**src/hw/rtl/rhs_pkg.sv**
```systemverilog
// rhs_pkg: types and constants shared by the hue shift front, queue and back
// no dependencies

package rhs_pkg;

	localparam int CHAN_W     = 8;
	localparam int OFF_W      = 14;
	// one sextant (60 degrees) in sixteenths of a degree
	localparam int SEXT_UNITS = 960;
	localparam int TURN_UNITS = 6 * SEXT_UNITS;
	localparam int QUOT_W     = 10;
	localparam int DIVD_W     = 18;
	localparam int HUE_W      = 13;
	localparam int FIFO_DEPTH = 4;
	localparam int FIFO_AW    = 2;
	localparam int FIFO_CW    = 3;

	// sextant where the largest channel sits
	localparam logic [1:0] BASE_RED   = 2'd0;
	localparam logic [1:0] BASE_GREEN = 2'd1;
	localparam logic [1:0] BASE_BLUE  = 2'd2;

	// classified pixel, written by the front, read by the back
	typedef struct packed {
		logic [CHAN_W-1:0] hi;
		logic [CHAN_W-1:0] lo;
		logic [CHAN_W-1:0] d;
		logic [1:0]        base;
		logic              neg;
		logic [CHAN_W-1:0] nabs;
		logic [OFF_W-1:0]  off;
		logic [CHAN_W-1:0] alpha;
		logic              gray;
	} pix_t;

	typedef struct packed {
		logic [FIFO_CW-1:0] cnt;
		logic               full;
		logic               empty;
	} fifo_stat_t;

endpackage

```
**src/hw/rtl/rhs_front.sv**
```systemverilog
// rhs_front: sorts the channels of one pixel and finds spread and hue numerator
// depends on rhs_pkg

module rhs_front import rhs_pkg::*; (
	input  logic [CHAN_W-1:0] red_in,
	input  logic [CHAN_W-1:0] green_in,
	input  logic [CHAN_W-1:0] blue_in,
	input  logic [CHAN_W-1:0] alpha_in,
	input  logic [OFF_W-1:0]  hue_offset,
	output pix_t              pix
);

	logic [CHAN_W-1:0] hi, lo, hi_rg, lo_rg;
	logic [CHAN_W:0]   n;

	// largest and smallest channel
	always_comb begin
		hi_rg = (red_in > green_in) ? red_in : green_in;
		hi    = (hi_rg > blue_in) ? hi_rg : blue_in;
		lo_rg = (red_in < green_in) ? red_in : green_in;
		lo    = (lo_rg < blue_in) ? lo_rg : blue_in;
	end

	// sextant of the largest channel, red wins ties over green over blue
	always_comb begin
		pix = '0;
		if (red_in == hi) begin
			pix.base = BASE_RED;
			n = {1'b0, green_in} - {1'b0, blue_in};
		end else if (green_in == hi) begin
			pix.base = BASE_GREEN;
			n = {1'b0, blue_in} - {1'b0, red_in};
		end else begin
			pix.base = BASE_BLUE;
			n = {1'b0, red_in} - {1'b0, green_in};
		end
		pix.hi    = hi;
		pix.lo    = lo;
		pix.d     = hi - lo;
		pix.neg   = n[CHAN_W];
		pix.nabs  = n[CHAN_W] ? CHAN_W'(-n) : n[CHAN_W-1:0];
		pix.off   = hue_offset;
		pix.alpha = alpha_in;
		pix.gray  = (hi == lo);
	end

endmodule

```
**src/hw/rtl/rhs_fifo.sv**
```systemverilog
// rhs_fifo: short queue of classified pixels between front and back
// depends on rhs_pkg

module rhs_fifo import rhs_pkg::*; (
	input  logic       clk,
	input  logic       arst_n,
	input  logic       push,
	input  pix_t       wdata,
	input  logic       pop,
	output pix_t       rdata,
	output fifo_stat_t stat
);

	pix_t               mem_q [FIFO_DEPTH];
	logic [FIFO_AW-1:0] wptr_q, rptr_q;
	logic [FIFO_CW-1:0] cnt_q;

	// storage
	always_ff @(posedge clk) begin
		if (push) begin
			mem_q[wptr_q] <= wdata;
		end
	end

	// pointers and fill count
	always_ff @(posedge clk or negedge arst_n) begin
		if (!arst_n) begin
			wptr_q <= '0;
			rptr_q <= '0;
			cnt_q  <= '0;
		end else begin
			if (push) wptr_q <= wptr_q + 1'b1;
			if (pop)  rptr_q <= rptr_q + 1'b1;
			cnt_q <= cnt_q + FIFO_CW'(push) - FIFO_CW'(pop);
		end
	end

	assign rdata      = mem_q[rptr_q];
	assign stat.cnt   = cnt_q;
	assign stat.full  = (cnt_q == FIFO_CW'(FIFO_DEPTH));
	assign stat.empty = (cnt_q == '0);

endmodule

```
**src/hw/rtl/rhs_back.sv**
```systemverilog
// rhs_back: divide pipeline and sextant rebuild, ends in the output register
// depends on rhs_pkg

module rhs_back import rhs_pkg::*; (
	input  logic              clk,
	input  logic              arst_n,
	input  pix_t              head,
	input  logic              head_vld,
	output logic              pop,
	input  logic              out_ready,
	output logic              out_valid,
	output logic [CHAN_W-1:0] red_out,
	output logic [CHAN_W-1:0] green_out,
	output logic [CHAN_W-1:0] blue_out,
	output logic [CHAN_W-1:0] alpha_out
);

	typedef struct packed {
		logic              vld;
		pix_t              p;
		logic [DIVD_W-1:0] rem;
		logic [QUOT_W-1:0] q;
	} div_t;

	localparam int RECIP    = 4370;
	localparam int HALF_S   = SEXT_UNITS / 2;
	localparam int WRAP_ADD = 2 * TURN_UNITS;

	logic en;
	div_t div_s [QUOT_W];
	div_t div_in [QUOT_W];
	div_t div_nx [QUOT_W];

	// whole pipeline moves unless the output beat is held
	assign en  = !out_valid || out_ready;
	assign pop = en && head_vld;

	// restoring division of |n|*960 by the spread, one quotient bit a stage
	always_comb begin
		div_in[0].vld = head_vld;
		div_in[0].p   = head;
		div_in[0].rem = (DIVD_W'(head.nabs) << 10) - (DIVD_W'(head.nabs) << 6);
		div_in[0].q   = '0;
		for (int j = 1; j < QUOT_W; j++) begin
			div_in[j] = div_s[j-1];
		end
	end

	always_comb begin
		logic [DIVD_W-1:0] dsh;
		for (int j = 0; j < QUOT_W; j++) begin
			div_nx[j] = div_in[j];
			dsh = DIVD_W'(div_in[j].p.d) << (QUOT_W - 1 - j);
			if (div_in[j].rem >= dsh) begin
				div_nx[j].rem = div_in[j].rem - dsh;
				div_nx[j].q[QUOT_W-1-j] = 1'b1;
			end
		end
	end

	always_ff @(posedge clk or negedge arst_n) begin
		if (!arst_n) begin
			for (int j = 0; j < QUOT_W; j++) div_s[j] <= '0;
		end else if (en) begin
			for (int j = 0; j < QUOT_W; j++) div_s[j] <= div_nx[j];
		end
	end

	// floor quotient for negative numerator, fine hue, wrap into one turn
	div_t              dv;
	logic [QUOT_W:0]   qs;
	logic [CHAN_W-1:0] rs;
	logic [15:0]       usum, ubase;
	logic [HUE_W-1:0]  uw;

	always_comb begin
		dv = div_s[QUOT_W-1];
		if (dv.p.neg) begin
			qs = (dv.rem != '0) ? ~{1'b0, dv.q} : -{1'b0, dv.q};
			rs = (dv.rem != '0) ? dv.p.d - dv.rem[CHAN_W-1:0] : '0;
		end else begin
			qs = {1'b0, dv.q};
			rs = dv.rem[CHAN_W-1:0];
		end
		case (dv.p.base)
			BASE_RED:   ubase = 16'd0;
			BASE_GREEN: ubase = 16'(2 * SEXT_UNITS);
			default:    ubase = 16'(4 * SEXT_UNITS);
		endcase
		usum = 16'(WRAP_ADD) + ubase + {{(16-OFF_W){dv.p.off[OFF_W-1]}}, dv.p.off}
			+ {{(16-QUOT_W-1){qs[QUOT_W]}}, qs};
		if (usum >= 16'(4 * TURN_UNITS))      uw = HUE_W'(usum - 16'(4 * TURN_UNITS));
		else if (usum >= 16'(3 * TURN_UNITS)) uw = HUE_W'(usum - 16'(3 * TURN_UNITS));
		else if (usum >= 16'(2 * TURN_UNITS)) uw = HUE_W'(usum - 16'(2 * TURN_UNITS));
		else if (usum >= 16'(TURN_UNITS))     uw = HUE_W'(usum - 16'(TURN_UNITS));
		else                                  uw = HUE_W'(usum);
	end

	logic              vld_s11;
	pix_t              p_s11;
	logic [HUE_W-1:0]  u_s11;
	logic [CHAN_W-1:0] r_s11;

	always_ff @(posedge clk or negedge arst_n) begin
		if (!arst_n) vld_s11 <= 1'b0;
		else if (en) vld_s11 <= dv.vld;
	end
	always_ff @(posedge clk) begin
		if (en) begin
			p_s11 <= dv.p;
			u_s11 <= uw;
			r_s11 <= rs;
		end
	end

	// output sextant and position inside it, mirrored in odd sextants
	logic [2:0]        kk;
	logic [HUE_W-1:0]  kbase;
	logic [QUOT_W-1:0] ww, wsel;

	always_comb begin
		if (u_s11 >= HUE_W'(5 * SEXT_UNITS))      kk = 3'd5;
		else if (u_s11 >= HUE_W'(4 * SEXT_UNITS)) kk = 3'd4;
		else if (u_s11 >= HUE_W'(3 * SEXT_UNITS)) kk = 3'd3;
		else if (u_s11 >= HUE_W'(2 * SEXT_UNITS)) kk = 3'd2;
		else if (u_s11 >= HUE_W'(SEXT_UNITS))     kk = 3'd1;
		else                                      kk = 3'd0;
		kbase = HUE_W'(kk) * HUE_W'(SEXT_UNITS);
		ww    = QUOT_W'(u_s11 - kbase);
		wsel  = kk[0] ? QUOT_W'(SEXT_UNITS) - ww : ww;
	end

	logic              vld_s12;
	pix_t              p_s12;
	logic [2:0]        k_s12;
	logic [QUOT_W-1:0] w_s12;
	logic [CHAN_W-1:0] r_s12;

	always_ff @(posedge clk or negedge arst_n) begin
		if (!arst_n) vld_s12 <= 1'b0;
		else if (en) vld_s12 <= vld_s11;
	end
	always_ff @(posedge clk) begin
		if (en) begin
			p_s12 <= p_s11;
			k_s12 <= kk;
			w_s12 <= wsel;
			r_s12 <= r_s11;
		end
	end

	// spread times position
	logic              vld_s13;
	pix_t              p_s13;
	logic [2:0]        k_s13;
	logic [DIVD_W-1:0] m_s13;
	logic [CHAN_W-1:0] r_s13;

	always_ff @(posedge clk or negedge arst_n) begin
		if (!arst_n) vld_s13 <= 1'b0;
		else if (en) vld_s13 <= vld_s12;
	end
	always_ff @(posedge clk) begin
		if (en) begin
			p_s13 <= p_s12;
			k_s13 <= k_s12;
			m_s13 <= DIVD_W'(p_s12.d) * DIVD_W'(w_s12);
			r_s13 <= r_s12;
		end
	end

	// add the remainder (subtract it in odd sextants), half a unit for rounding, drop the factor of 64
	logic [DIVD_W-1:0] xnum;
	always_comb begin
		xnum = k_s13[0] ? m_s13 - DIVD_W'(r_s13) : m_s13 + DIVD_W'(r_s13);
		xnum = xnum + DIVD_W'(HALF_S);
	end

	logic              vld_s14;
	pix_t              p_s14;
	logic [2:0]        k_s14;
	logic [11:0]       y_s14;

	always_ff @(posedge clk or negedge arst_n) begin
		if (!arst_n) vld_s14 <= 1'b0;
		else if (en) vld_s14 <= vld_s13;
	end
	always_ff @(posedge clk) begin
		if (en) begin
			p_s14 <= p_s13;
			k_s14 <= k_s13;
			y_s14 <= xnum[DIVD_W-1:6];
		end
	end

	// divide by 15 through the reciprocal, then rebuild by sextant
	logic [24:0]       xprod;
	logic [CHAN_W-1:0] mx;
	logic [CHAN_W-1:0] rn, gn, bn;

	always_comb begin
		xprod = 25'(y_s14) * 25'(RECIP);
		mx    = p_s14.lo + xprod[23:16];
		case (k_s14)
			3'd0:    begin rn = p_s14.hi; gn = mx;       bn = p_s14.lo; end
			3'd1:    begin rn = mx;       gn = p_s14.hi; bn = p_s14.lo; end
			3'd2:    begin rn = p_s14.lo; gn = p_s14.hi; bn = mx;       end
			3'd3:    begin rn = p_s14.lo; gn = mx;       bn = p_s14.hi; end
			3'd4:    begin rn = mx;       gn = p_s14.lo; bn = p_s14.hi; end
			default: begin rn = p_s14.hi; gn = p_s14.lo; bn = mx;       end
		endcase
		if (p_s14.gray) begin
			rn = p_s14.hi;
			gn = p_s14.hi;
			bn = p_s14.hi;
		end
	end

	// output register
	always_ff @(posedge clk or negedge arst_n) begin
		if (!arst_n) out_valid <= 1'b0;
		else if (en) out_valid <= vld_s14;
	end
	always_ff @(posedge clk) begin
		if (en) begin
			red_out   <= rn;
			green_out <= gn;
			blue_out  <= bn;
			alpha_out <= p_s14.alpha;
		end
	end

endmodule

```
**src/hw/rtl/rgb_hue_shift.sv**
```systemverilog
// rgb_hue_shift: hue rotation of RGBA pixels, top level
// depends on rhs_pkg, rhs_front, rhs_fifo, rhs_back
//
// Input beats carry one pixel (red_in, green_in, blue_in, alpha_in) and a signed
// hue offset in sixteenths of a degree on the in_valid / in_ready channel.
// Output beats carry the rotated pixel on out_valid / out_ready, one per input,
// in order; alpha is passed through.
// Throughput is one pixel per clock while out_ready is high. An accepted input
// beat sits in the queue until it moves into the first of ten divider stages
// (one quotient bit per stage, spread into the hue numerator), then through four
// stages for wrap, multiply and rebuild, and the output register that drives
// out_valid.
// The front classifies pixels into a four-entry queue; in_ready drops only when
// that queue is full. When out_ready is low the whole back pipeline holds, the
// queue fills, and then in_ready falls.
// Reset empties the queue and clears all valid flags; no clearing pass.

module rgb_hue_shift import rhs_pkg::*; (
	input  logic              clk,
	input  logic              arst_n,
	input  logic              in_valid,
	output logic              in_ready,
	input  logic [CHAN_W-1:0] red_in,
	input  logic [CHAN_W-1:0] green_in,
	input  logic [CHAN_W-1:0] blue_in,
	input  logic [CHAN_W-1:0] alpha_in,
	input  logic [OFF_W-1:0]  hue_offset,
	output logic              out_valid,
	input  logic              out_ready,
	output logic [CHAN_W-1:0] red_out,
	output logic [CHAN_W-1:0] green_out,
	output logic [CHAN_W-1:0] blue_out,
	output logic [CHAN_W-1:0] alpha_out
);

	pix_t       pix, head;
	fifo_stat_t stat;
	logic       push, pop;

	// classify the incoming beat
	rhs_front u_front (
		.red_in     (red_in),
		.green_in   (green_in),
		.blue_in    (blue_in),
		.alpha_in   (alpha_in),
		.hue_offset (hue_offset),
		.pix        (pix)
	);

	assign in_ready = !stat.full;
	assign push     = in_valid && in_ready;

	rhs_fifo u_fifo (
		.clk    (clk),
		.arst_n (arst_n),
		.push   (push),
		.wdata  (pix),
		.pop    (pop),
		.rdata  (head),
		.stat   (stat)
	);

	rhs_back u_back (
		.clk       (clk),
		.arst_n    (arst_n),
		.head      (head),
		.head_vld  (!stat.empty),
		.pop       (pop),
		.out_ready (out_ready),
		.out_valid (out_valid),
		.red_out   (red_out),
		.green_out (green_out),
		.blue_out  (blue_out),
		.alpha_out (alpha_out)
	);

`ifndef SYNTHESIS
	a_fifo_bound: assert property (@(posedge clk) disable iff (!arst_n)
		stat.cnt <= FIFO_CW'(FIFO_DEPTH))
		else $error("queue count beyond depth");

	a_no_pop_empty: assert property (@(posedge clk) disable iff (!arst_n)
		pop |-> !stat.empty)
		else $error("queue popped while empty");

	a_count_track: assert property (@(posedge clk) disable iff (!arst_n)
		$past(arst_n) |-> stat.cnt == $past(stat.cnt) + FIFO_CW'($past(push))
			- FIFO_CW'($past(pop)))
		else $error("queue count out of step with push and pop");
`endif

endmodule
```
**config.mk**
```make
export PLATFORM = sky130hd
export DESIGN_NAME = rgb_hue_shift
export DESIGN_NICKNAME = d
export VERILOG_FILES = /design/src/hw/rtl/rhs_pkg.sv /design/src/hw/rtl/rhs_front.sv /design/src/hw/rtl/rhs_fifo.sv /design/src/hw/rtl/rhs_back.sv /design/src/hw/rtl/rgb_hue_shift.sv
export SDC_FILE = /design/constraint.sdc
export NUM_CORES = 2
export LEC_CHECK = 0
export BUFFER_PORTS_ARGS = -buffer_cell sky130_fd_sc_hd__clkbuf_2
export CORE_MARGIN = 3
export CORE_UTILIZATION = 25
export CTS_CLUSTER_SIZE = 24
export DETAILED_ROUTE_END_ITERATION = 6
export GPL_ROUTABILITY_DRIVEN = 0
export GPL_TIMING_DRIVEN = 0
export PLACE_DENSITY = 0.44
export RECOVER_POWER = 25
export SLEW_MARGIN = 40
export SYNTH_ARGS = -nofsm -noshare
export SYNTH_HDL_FRONTEND = slang
export SYNTH_SLANG_ARGS = --single-unit
```
**constraint.sdc**
```tcl
create_clock -name clk -period 17.7 [get_ports clk]
set_input_delay 2.655 -clock clk [delete_from_list [all_inputs] [get_ports clk]]
set_output_delay 2.655 -clock clk [all_outputs]
set_load 0.1 [all_outputs]
```
==> reports/metrics.yaml <==
yosysMostFrequentCell: "nand2_1"
cts_setup_buffers: 0
drc: 0
clk_pin_slew_worst_paths_ns: 0.06
grt_max_degree: 70
drtIter0Drc: 2199
synth_area_um2: 58200
wl_per_cell_um: 15.9
grt_pass1_wl_um: 232000
clock_latency_ns: 0.77
max_slew_margin_pct: -144
overflow: 0
hold_viol: 0
synth-async-reset-ratio_pct: 60.6
syn2layout_area_growth_pct: 15.6
post_cts_resized: 0
fmax_mhz: 119
fin_nets: 6359
rsz0062_at_grt: "false"
synthCells: 5672
hold_buffers: 0
numPortBuffers: 83
start_util_pct: 25.2
period_needed_ns: 8.38
ys_seq_elements: 1184
cts_buffers: 134
yosys-top-cells-count: "1790 x nand2_1, 718 x dfrtp_1, 466 x edfxtp_1"
dieHeight_um: 489
crit_path_end_kind: "flop"
synth_top_area_share_pct: 30.9
grt_util_all_layers_pct: 12.2
seq_area_um2: 32000
viasPerCell: 4.35
io_pins: 84
crit_type: "in -> reg"
post-route-cell-area_um2: 67300
die_width_um: 489
synthTopCellsByArea: "dfrtp_1 31%, edfxtp_1 24%, nand2_1 12%"
yosysSeqAreaShare_pct: 54.9
die_area_um2: 239000
slew_viol_final: 430
syn_area_per_cell_um2: 10.3
h-tree-depth: 4
status: "finished, violations left"
maxCapViolCount: 9
synth_ff_type: "dfrtp_1"
place_area_um2: 63100
hpwlAfterDp_um: 107000
layout-drive-gt1-share_pct: 6.95
grt_antenna_before_repair: 3
critPathRequiredTime_ns: 18.26
multi_input_area_um2: 24100
rows: 176
cp_max_fo: 10
ant_nets: 0
grt_pass1_vias: 40700
worstHoldPathType: "reg -> reg"
violations: "max-capacitance violations, max-slew violations"
setup_viol: 0
critPathLaunchType: "primary input"
wl_um: 144000
core_um2: 231000
yosys.area.top_type: "dfrtp_1"
clock_path_buffers: 3
cts_tree: "built"
worstMarginPinSlew_ns: 3.66
synth_nets: 6113
dr.pass1.iters: 5
synth_cell_types: 94
synth-edff-count: 466
arrival_ns: 8.94
finClkSkew_ns: 0.0228
clkSinkCount: 1184
fillCellCount: 24300
vias: 39400
cts_root_buf: "clkbuf_16"
ys_warn_count: 0
period_share_pct: 47.3
[stage by stage]
step / util [%] / cells / hold slack [ns] / setup slack (ns) / TNS, ns
floorplan: - / 5672 / 0.400 / 7.21 / 0
global placement: 27.1 / 8781 / 0.403 / -3.79 / -2635.16
detailed placement: 27.4 / 8808 / 0.405 / 8.64 / 0
CTS: 29.3 / 9055 / 0.407 / 9.47 / 0
global route: 29.2 / 9056 / 0.408 / 8.49 / 0
finish: 29.2 / 9057 / 0.408 / 9.32 / 0
[path summary, 6_finish.rpt]
check                                 startpoint                   to  slack [ns]  cells after the start
max in group asynchronous                 arst_n    u_back.div_in[38]        9.75                      3
worst min-delay path            u_back.p_s11[35]     u_back.p_s12[35]        0.41                      0
worst max register to register  u_back.div_s[10]     u_back.u_s11[10]       11.15                     24
worst min register to register  u_back.p_s11[35]     u_back.p_s12[35]        0.41                      0
worst max-delay path                 green_in[7]  u_fifo.mem_q[3][41]        9.32                     26
min in group asynchronous                 arst_n   u_back.div_in[235]        2.29                      1
[sequential cells by signal, indices dropped and copies added (netlist names), 8 cells and up]
signal,flops
u_back.p_s14,25
u_back.w_s12,10
u_back.alpha_out,8
u_back.y_s14,12
u_back.r_s12,8
u_back.r_s11,8
u_back.u_s11,13
u_back.p_s13,25
u_back.m_s13,18
u_back.blue_out,8
u_back.green_out,8
u_back.div_in,627
u_back.r_s13,8
u_back.p_s11,33
u_back.div_s,79
u_fifo.mem_q,232
u_back.p_s12,33
u_back.red_out,8
[critical path, cell delays in order]
cell and delay (ns):
clkbuf_2 0.22, inv_1 0.13, ha_1 0.40, nand3_1 0.17, or3_1 0.42, o21ai_2 0.21, clkbuf_1 0.33, nand2_1 0.08
o21ai_0 0.17, ha_1 0.32, and3_1 0.17, a221oi_1 0.34, o21ai_1 0.13, nand2_1 0.26, clkbuf_1 0.48, clkbuf_1 0.35
o21a_1 0.34, ha_1 0.29, nor2b_1 0.13, o21ai_0 0.16, nand2b_1 0.12, a21o_1 0.19, a21o_1 0.19, a21o_1 0.18
a21oi_1 0.21, xor2_1 0.29
[cell families (layout without fill, tap and decap cells)]
kind of cell | count (synthesis) | in the layout | synth area share, %
simple gates | 2389 | 2389 | 16.8
flops | 1184 | 1184 | 54.9
compound gates | 803 | 803 | 8.57
buf+inv | 568 | 925 | 3.71
fa+ha+maj | 393 | 393 | 9.45
xor+xnor | 222 | 222 | 3.34
mux | 113 | 113 | 3.20
other cells | 0 | 2 | 0
[metal layers]
layer | vias up | track usage [%] | part of all wire (%)
met5 | - | 0 | 0.0090
met1 | 19000 | 16.2 | 47
met2 | 570 | 20.6 | 48
li1 | 19700 | - | -
met4 | 2 | 3.13 | 2.0
met3 | 183 | 2.09 | 3.5
[cells in the final DEF, fill, tap and decap left out, types with 136 or more instances in the layout]
cell type,instances
nand2_1,1790
ha_1,312
a21oi_1,185
edfxtp_1,466
nor2_1,260
inv_1,346
clkbuf_1,240
xnor2_1,148
dfrtp_1,718
clkbuf_16,136
o21ai_0,289
[area by class of cell]
type / instances / share of cell area, %
timing repair buffer: 110 / 1.26
tap: 3026 / 5.62
multi-input combinational: 3920 / 35.8
antenna: 2 / 0.00743
buffer: 221 / 1.33
inverter: 347 / 1.93
clock buffer: 191 / 5.69
sequential: 1184 / 47.5
clock inverter: 56 / 0.840
Power is not shown: default switching activity piles up to over one toggle a cycle in this logic, so the estimate is an artifact.
